--- config.mk ---
export PLATFORM = sky130hd
export DESIGN_NAME = q4_block_dot_product
export DESIGN_NICKNAME = d
export VERILOG_FILES = /design/src/rtl/q4dp_pkg.sv /design/src/rtl/q4dp_front.sv /design/src/rtl/q4dp_queue.sv /design/src/rtl/q4dp_back.sv /design/src/rtl/q4_block_dot_product.sv
export SDC_FILE = /design/constraint.sdc
export NUM_CORES = 2
export LEC_CHECK = 0
export BUFFER_PORTS_ARGS = -buffer_cell sky130_fd_sc_hd__buf_2
export CAP_MARGIN = 40
export CORE_ASPECT_RATIO = 1.4
export CORE_MARGIN = 4
export CORE_UTILIZATION = 60
export CTS_CLUSTER_DIAMETER = 40
export DETAILED_ROUTE_END_ITERATION = 6
export PLACE_DENSITY = 0.77
export SYNTH_ARGS = -nofsm -noshare
export SYNTH_HDL_FRONTEND = slang
export SYNTH_HIERARCHICAL = 1
export SYNTH_SLANG_ARGS = --single-unit
--- constraint.sdc ---
create_clock -name i_clk -period 10.66 [get_ports i_clk]
set_input_delay 2.132 -clock i_clk [delete_from_list [all_inputs] [get_ports i_clk]]
set_output_delay 2.132 -clock i_clk [all_outputs]
set_load 0.01 [all_outputs]
--- src/rtl/q4dp_pkg.sv ---
`timescale 1ns / 1ps
// ============================================================================
// q4dp_pkg: shared types and constants of the 4-bit block dot product
// Widths of the request fields, the queue entry and the accumulators.
// ============================================================================
package q4dp_pkg;

    localparam int unsigned BYTE_W    = 8;
    localparam int unsigned ACT_W     = 16;
    localparam int unsigned SCALE_W   = 16;
    localparam int unsigned WEIGHT_W  = 4;
    localparam int unsigned PROD_W    = WEIGHT_W + ACT_W;
    localparam int unsigned PAIR_W    = PROD_W + 1;
    localparam int unsigned BSUM_W    = 25;
    localparam int unsigned BPROD_W   = BSUM_W + SCALE_W;
    localparam int unsigned TOTAL_W   = 56;

    localparam int unsigned Q_DEPTH   = 4;
    localparam int unsigned Q_PTR_W   = $clog2(Q_DEPTH);
    localparam int unsigned Q_CNT_W   = $clog2(Q_DEPTH + 1);

    typedef struct packed {
        logic signed [PAIR_W-1:0]  pair_sum;
        logic signed [SCALE_W-1:0] scale;
        logic                      closes_block;
        logic                      closes_row;
    } t_item;

endpackage

--- src/rtl/q4dp_front.sv ---
`timescale 1ns / 1ps
// ============================================================================
// q4dp_front: request decode and pair multiply
// Splits the packed byte into two offset weights, forms both products and
// their sum, and classifies the request as block or row closing.
// ============================================================================
module q4dp_front (
    input  logic [q4dp_pkg::BYTE_W-1:0]         i_packed_byte,
    input  logic signed [q4dp_pkg::ACT_W-1:0]   i_act_even,
    input  logic signed [q4dp_pkg::ACT_W-1:0]   i_act_odd,
    input  logic signed [q4dp_pkg::SCALE_W-1:0] i_block_scale,
    input  logic                                i_block_last,
    input  logic                                i_row_last,
    output q4dp_pkg::t_item                     o_item
);
    import q4dp_pkg::*;

    logic signed [WEIGHT_W-1:0] w_even;
    logic signed [WEIGHT_W-1:0] w_odd;
    logic signed [PROD_W-1:0]   p_even;
    logic signed [PROD_W-1:0]   p_odd;

    // A nibble minus eight is the nibble with its top bit inverted.
    assign w_even = signed'({~i_packed_byte[3], i_packed_byte[2:0]});
    assign w_odd  = signed'({~i_packed_byte[7], i_packed_byte[6:4]});

    assign p_even = PROD_W'(w_even) * PROD_W'(i_act_even);
    assign p_odd  = PROD_W'(w_odd) * PROD_W'(i_act_odd);

    always_comb begin
        o_item.pair_sum     = PAIR_W'(p_even) + PAIR_W'(p_odd);
        o_item.scale        = i_block_scale;
        o_item.closes_block = i_block_last | i_row_last;
        o_item.closes_row   = i_row_last;
    end

endmodule

--- src/rtl/q4dp_queue.sv ---
`timescale 1ns / 1ps
// ============================================================================
// q4dp_queue: short queue between front and back
// Holds decoded requests so that the front and the back stall independently.
// ============================================================================
module q4dp_queue (
    input  logic            i_clk,
    input  logic            i_rst_n,
    input  logic            i_wr,
    input  q4dp_pkg::t_item i_wr_item,
    output logic            o_full,
    input  logic            i_rd,
    output q4dp_pkg::t_item o_rd_item,
    output logic            o_empty
);
    import q4dp_pkg::*;

    t_item                r_mem [Q_DEPTH];
    logic [Q_PTR_W-1:0]   r_wr_ptr;
    logic [Q_PTR_W-1:0]   r_rd_ptr;
    logic [Q_CNT_W-1:0]   r_count;
    logic                 wr_fire;
    logic                 rd_fire;

    assign o_full    = (r_count == Q_CNT_W'(Q_DEPTH));
    assign o_empty   = (r_count == '0);
    assign wr_fire   = i_wr & ~o_full;
    assign rd_fire   = i_rd & ~o_empty;
    assign o_rd_item = r_mem[r_rd_ptr];

    always_ff @(posedge i_clk) begin
        if (wr_fire) begin
            r_mem[r_wr_ptr] <= i_wr_item;
        end
    end

    always_ff @(posedge i_clk) begin
        if (!i_rst_n) begin
            r_wr_ptr <= '0;
            r_rd_ptr <= '0;
            r_count  <= '0;
        end else begin
            if (wr_fire) begin
                r_wr_ptr <= r_wr_ptr + Q_PTR_W'(1);
            end
            if (rd_fire) begin
                r_rd_ptr <= r_rd_ptr + Q_PTR_W'(1);
            end
            if (wr_fire && !rd_fire) begin
                r_count <= r_count + Q_CNT_W'(1);
            end else if (rd_fire && !wr_fire) begin
                r_count <= r_count - Q_CNT_W'(1);
            end
        end
    end

    a_count_bound: assert property (@(posedge i_clk) disable iff (!i_rst_n)
        r_count <= Q_CNT_W'(Q_DEPTH))
        else $error("queue count exceeds depth");

    a_count_track: assert property (@(posedge i_clk) disable iff (!i_rst_n)
        (wr_fire && !rd_fire) |=> (r_count == $past(r_count) + Q_CNT_W'(1)))
        else $error("queue count missed a write");

endmodule

--- src/rtl/q4dp_back.sv ---
`timescale 1ns / 1ps
// ============================================================================
// q4dp_back: block and row accumulation
// Accumulates pair sums into the block sum, scales closed blocks, adds them
// to the saturating row total and holds the row result for the receiver.
// ============================================================================
module q4dp_back (
    input  logic                                 i_clk,
    input  logic                                 i_rst_n,
    input  q4dp_pkg::t_item                      i_item,
    input  logic                                 i_item_valid,
    output logic                                 o_item_take,
    output logic signed [q4dp_pkg::TOTAL_W-1:0]  o_dot_value,
    output logic                                 o_saturated,
    output logic                                 o_out_valid,
    input  logic                                 i_out_take
);
    import q4dp_pkg::*;

    logic                       en;
    logic                       a_fire;
    logic signed [BSUM_W:0]     a_raw;
    logic                       a_ovf;
    logic signed [BSUM_W-1:0]   a_sum;

    logic signed [BSUM_W-1:0]   r_bsum;
    logic                       r_bclip;

    logic                       r_b_valid;
    logic                       r_b_row;
    logic                       r_b_clip;
    logic signed [BSUM_W-1:0]   r_b_sum;
    logic signed [SCALE_W-1:0]  r_b_scale;

    logic                       r_c_valid;
    logic                       r_c_row;
    logic                       r_c_clip;
    logic signed [BPROD_W-1:0]  r_c_prod;

    logic signed [TOTAL_W:0]    c_raw;
    logic                       c_ovf;
    logic signed [TOTAL_W-1:0]  c_total;

    logic signed [TOTAL_W-1:0]  r_total;
    logic                       r_clip_seen;

    logic                       r_out_valid;
    logic signed [TOTAL_W-1:0]  r_out_value;
    logic                       r_out_sat;

    assign en          = ~r_out_valid | i_out_take;
    assign a_fire      = en & i_item_valid;
    assign o_item_take = a_fire;

    always_comb begin
        a_raw = (BSUM_W+1)'(r_bsum) + (BSUM_W+1)'(i_item.pair_sum);
        a_ovf = (a_raw[BSUM_W] != a_raw[BSUM_W-1]);
        if (!a_ovf) begin
            a_sum = a_raw[BSUM_W-1:0];
        end else if (a_raw[BSUM_W]) begin
            a_sum = {1'b1, {(BSUM_W-1){1'b0}}};
        end else begin
            a_sum = {1'b0, {(BSUM_W-1){1'b1}}};
        end

        c_raw = (TOTAL_W+1)'(r_total) + (TOTAL_W+1)'(r_c_prod);
        c_ovf = (c_raw[TOTAL_W] != c_raw[TOTAL_W-1]);
        if (!c_ovf) begin
            c_total = c_raw[TOTAL_W-1:0];
        end else if (c_raw[TOTAL_W]) begin
            c_total = {1'b1, {(TOTAL_W-1){1'b0}}};
        end else begin
            c_total = {1'b0, {(TOTAL_W-1){1'b1}}};
        end
    end

    always_ff @(posedge i_clk) begin
        if (en) begin
            r_b_sum   <= a_sum;
            r_b_scale <= i_item.scale;
            r_b_row   <= i_item.closes_row;
            r_b_clip  <= r_bclip | a_ovf;
            r_c_prod  <= BPROD_W'(r_b_sum) * BPROD_W'(r_b_scale);
            r_c_row   <= r_b_row;
            r_c_clip  <= r_b_clip;
        end
        if (en && r_c_valid && r_c_row) begin
            r_out_value <= c_total;
            r_out_sat   <= r_clip_seen | r_c_clip | c_ovf;
        end
    end

    always_ff @(posedge i_clk) begin
        if (!i_rst_n) begin
            r_bsum      <= '0;
            r_bclip     <= 1'b0;
            r_b_valid   <= 1'b0;
            r_c_valid   <= 1'b0;
            r_total     <= '0;
            r_clip_seen <= 1'b0;
            r_out_valid <= 1'b0;
        end else begin
            if (a_fire) begin
                if (i_item.closes_block) begin
                    r_bsum  <= '0;
                    r_bclip <= 1'b0;
                end else begin
                    r_bsum  <= a_sum;
                    r_bclip <= r_bclip | a_ovf;
                end
            end
            if (en) begin
                r_b_valid <= a_fire & i_item.closes_block;
                r_c_valid <= r_b_valid;
                if (r_c_valid) begin
                    if (r_c_row) begin
                        r_total     <= '0;
                        r_clip_seen <= 1'b0;
                    end else begin
                        r_total     <= c_total;
                        r_clip_seen <= r_clip_seen | r_c_clip | c_ovf;
                    end
                end
            end
            if (en && r_c_valid && r_c_row) begin
                r_out_valid <= 1'b1;
            end else if (i_out_take) begin
                r_out_valid <= 1'b0;
            end
        end
    end

    assign o_dot_value = r_out_value;
    assign o_saturated = r_out_sat;
    assign o_out_valid = r_out_valid;

    a_take_when_free: assert property (@(posedge i_clk) disable iff (!i_rst_n)
        o_item_take |-> (!r_out_valid || i_out_take))
        else $error("request taken while the result register is blocked");

    a_row_emits: assert property (@(posedge i_clk) disable iff (!i_rst_n)
        (en && r_c_valid && r_c_row) |=> (r_out_valid && r_total == '0 && !r_clip_seen))
        else $error("row close did not load the result and clear the total");

    a_result_held: assert property (@(posedge i_clk) disable iff (!i_rst_n)
        (r_out_valid && !i_out_take) |=> (r_out_valid && $stable(r_out_value)))
        else $error("waiting result was lost or changed");

endmodule

--- src/rtl/q4_block_dot_product.sv ---
`timescale 1ns / 1ps
// ============================================================================
// q4_block_dot_product: row dot product of packed 4-bit weights
// Accumulates offset 4-bit weights times Q4.12 activations into scaled
// block sums and emits one saturating row total per row.
// ============================================================================
// Usage: the input side is a queue write port. A request (one packed weight
// byte, its two activations, the block scale and the block and row closing
// flags) is taken at a clock edge where push is high and full is low. The
// result side is a queue read port: while empty is low, o_dot_value (scaled
// by 2^26) and o_saturated show the row result, and it is taken at an edge
// where pop is high.
// A request is decoded and multiplied as it enters a four-entry queue. The
// back end runs three register stages: block sum, block scale multiply, and
// row total. A row result passes through these stages in turn after its
// closing request is taken. Unless a waiting result blocks it, the back end
// takes one request per cycle, set by the block sum adder loop.
// When a result waits and pop is low, the back end holds; the queue absorbs
// up to four requests before full rises. Reset clears the block sum, the row
// total and empties the queue and the result register.
// ============================================================================
module q4_block_dot_product (
    input  logic                                 i_clk,
    input  logic                                 i_rst_n,
    input  logic                                 push,
    output logic                                 full,
    input  logic [q4dp_pkg::BYTE_W-1:0]          i_packed_byte,
    input  logic signed [q4dp_pkg::ACT_W-1:0]    i_act_even,
    input  logic signed [q4dp_pkg::ACT_W-1:0]    i_act_odd,
    input  logic signed [q4dp_pkg::SCALE_W-1:0]  i_block_scale,
    input  logic                                 i_block_last,
    input  logic                                 i_row_last,
    output logic                                 empty,
    input  logic                                 pop,
    output logic signed [q4dp_pkg::TOTAL_W-1:0]  o_dot_value,
    output logic                                 o_saturated
);
    import q4dp_pkg::*;

    t_item front_item;
    t_item queue_item;
    logic  queue_empty;
    logic  queue_take;
    logic  out_valid;

    q4dp_front u_front (
        .i_packed_byte (i_packed_byte),
        .i_act_even    (i_act_even),
        .i_act_odd     (i_act_odd),
        .i_block_scale (i_block_scale),
        .i_block_last  (i_block_last),
        .i_row_last    (i_row_last),
        .o_item        (front_item)
    );

    q4dp_queue u_queue (
        .i_clk     (i_clk),
        .i_rst_n   (i_rst_n),
        .i_wr      (push),
        .i_wr_item (front_item),
        .o_full    (full),
        .i_rd      (queue_take),
        .o_rd_item (queue_item),
        .o_empty   (queue_empty)
    );

    q4dp_back u_back (
        .i_clk        (i_clk),
        .i_rst_n      (i_rst_n),
        .i_item       (queue_item),
        .i_item_valid (~queue_empty),
        .o_item_take  (queue_take),
        .o_dot_value  (o_dot_value),
        .o_saturated  (o_saturated),
        .o_out_valid  (out_valid),
        .i_out_take   (pop)
    );

    assign empty = ~out_valid;

endmodule
==> flow_summary.yaml <==
detailed_routing:
  dr.pass1.iters: 5
  drt-initial-drc-count: 1433
  ant_nets: 0
  routed_wl_um: 81950
  via_per_inst: 5.625
  wl_per_cell_um: 17.87
  remaining_drc_errors: 0
  via_count: 25790
clock_tree:
  clockRootBuffer: "clkbuf_16"
  path_clk_slew_ps: 70
  cts_buffers: 43
  clock_path_buffers: 3
  h-tree-depth: 2
  clock_latency_ps: 580
  numClockSinks: 394
  cts_hold_buf: 0
  cts_tree: "yes"
  postCtsSetupRepairBufs: 0
  ctsResizeCount: 0
sta:
  hold_viol_final: 0
  setup_tns_ps: 0
  fin_hold_ws_ps: 424.6
  max_freq_mhz: 129.8
  post-route-period-util: 0.7229
  max_slew.worst_pin.slew_ps: 949.2
  clock_skew_ps: 20.85
  fin_crit_ps: 7706
  rsz0062_at_grt: "no"
  drv_slew: 0
  finalSetupViolCount: 0
  fin_ws_ps: 2954
  slew_headroom: 0.3672
floorplan:
  ioPinCount: 121
  start_util: 0.6077
  rows: 108
  die_area_um2: 67100
  die_y_um: 304.9
  core-area_um2: 62160
  die_width_um: 220.1
cells_and_area:
  final_util: 0.6500
  regArea_um2: 10880
  final_nets: 4511
  drive_gt1_frac: 0.08404
  syn_to_final_growth_pct: 6.962
  layout_commonest_cell: "inv_1"
  fill_cells: 4957
  multi_input_area_um2: 23810
  diodes: 0
  final_cell_mix: "inv_1 (622), fa_1 (494), nand2_1 (358)"
outcome:
  status: "complete, no violations"
synthesis:
  synth_ff_type: "edfxtp_1"
  syn-num-nets: 4489
  yosysUniqueCellTypes: 98
  synthesis.instances: 3703
  ys_seq_area_frac: 0.2880
  synth.cell_area_um2: 37780
  synth_async_sr_flop_share: 0
  ys_seq_elements: 394
  ys_warn_count: 6
  avgSynthCellArea_um2: 10.20
  synth_edf_count: 299
placed_design:
  port_buffers: 120
  dpl.hpwl_um: 66260
  dp_worst_setup_slack_ps: 3069
  gp_congestion: 0.9405
worst_setup_path:
  cpPeakStageDelay_ps: 760
  cp.arrival_ps: 8030
  critPathLaunchType: "register"
  path_buf_inv: 4
  slowest_stage: "edfxtp_1"
  crit_fanout: 25
  endpoint_kind: "register"
  cpMostUsedCell: "fa_1"
  crit_type: "reg -> reg"
  worstPathCellList: "and2_1 > fa_1 > inv_1 > fa_1 > inv_1 > fa_1 > fa_1 > inv_1 > fa_1 > fa_1 > inv_1 > ha_1 > a2111oi_0 > o21ai_0 > a21oi_1 > o311ai_0 > nand2_1 > o31ai_1 > o41ai_1 > o2111ai_1 > a21oi_1 > xnor2_1"
  worstPathRequired_ps: 10990
  cp_top_family: "adder cells"
flow_run:
  max_cap_viol_count: 0
global_routing:
  grt_pass1_vias: 28137
  grt_max_degree: 55
  antenna_found_initial: 1
  grtUsageTotal: 0.2523
  overflow: 0
  grt_pass1_wl_um: 137300
min_path:
  min_path_type: "reg -> reg"
metal layers:
layer	global-route usage	share of wire	routed length [µm]
met2	0.4681	0.53	43710
met1	0.2834	0.37	30300
met4	0.1179	0.051	4146
met5	0	0.00016	13
met3	0.03388	0.046	3776
flip-flops by register name (all words and copies together) (netlist names), 2 cells and up, named ones only:
| register | count |
|---|---|
| u_back/o_dot_value | 56 |
| u_back/r_b_scale | 16 |
| u_back/r_b_sum | 25 |
| u_back/r_bsum | 25 |
| u_back/r_c_prod | 41 |
| u_back/r_total | 56 |
| u_queue/r_count | 3 |
| u_queue/r_mem | 156 |
| u_queue/r_rd_ptr | 2 |
| u_queue/r_wr_ptr | 2 |
cell type report:
class	count	area share
Multi-Input combinational cell	2521	0.5894
Sequential cell	394	0.2693
Inverter	624	0.05797
Clock buffer	44	0.02672
Tap cell	825	0.02555
Timing Repair Buffer	141	0.02028
Clock inverter	36	0.01078
synthesized netlist by cell type (all sizes together) (6+ instances only):
library cell	count	share of area
inv	624	0.062
fa	494	0.26
nand2	359	0.036
edfxtp	299	0.24
and2	265	0.044
nor2	231	0.023
ha	230	0.076
o21ai	158	0.022
a21oi	153	0.020
clkbuf	110	0.011
xnor2	107	0.025
dfxtp	95	0.050
a21o	55	0.011
buf	54	0.0092
mux4	39	0.023
nand3	35	0.0046
xor2	35	0.0081
o21bai	25	0.0050
nand2b	23	0.0038
nor3	23	0.0032
a211oi	22	0.0048
nand4	22	0.0038
nor2b	19	0.0033
a31oi	15	0.0026
o21a	15	0.0030
a221o	14	0.0037
and3	13	0.0022
maj3	12	0.0033
a22o	11	0.0026
o211ai	11	0.0023
o31ai	11	0.0025
or2	9	0.0016
or3	9	0.0015
o211a	8	0.0021
a22oi	7	0.0014
nor3b	6	0.0013
o41ai	6	0.0016
or4	6	0.0012
worst register-to-register path, stage by stage, from the launching register on:
cell       delay (ps)
edfxtp_1          760
and2_1            330
fa_1              540
inv_1              60
fa_1              530
inv_1              50
fa_1              480
fa_1              550
inv_1              50
fa_1              460
fa_1              500
inv_1              40
ha_1              350
a2111oi_0         450
o21ai_0           160
a21oi_1           310
o311ai_0          340
nand2_1           260
o31ai_1           140
o41ai_1           600
o2111ai_1         230
a21oi_1           210
xnor2_1            80
per-stage QoR:
stage,cell area [µm²],instances
after floorplan,37780,3703
after global placement,38770,4497
after detailed placement,38890,4505
after CTS,40410,4585
after global routing,40410,4585
final,40410,4585
kinds of logic (layout without fill, tap and decap cells):
kind of cell    count (synthesis)  count (layout)  synth area share
compound gates                563             563           0.09695
xor+xnor                      142             142           0.03292
fa+ha+maj                     736             736            0.3413
buf+inv                       788             845           0.08221
flops                         394             394            0.2880
mux                            45              45           0.02491
simple gates                 1035            1035            0.1337
worst paths after layout:
| path | start | endpoint | slack [ps] | cells past startpoint |
|---|---|---|---|---|
| max reg2reg | u_back/r_b_scale[1] | u_back/r_c_prod[40] | 2950 | 22 |
| max | u_back/r_b_scale[1] | u_back/r_c_prod[40] | 2950 | 22 |
| min | u_back/r_b_clip | u_back/r_c_clip | 420 | 0 |
| min reg2reg | u_back/r_b_clip | u_back/r_c_clip | 420 | 0 |
Power is not shown: default switching activity piles up to over one toggle a cycle in this logic, so the estimate is an artifact.
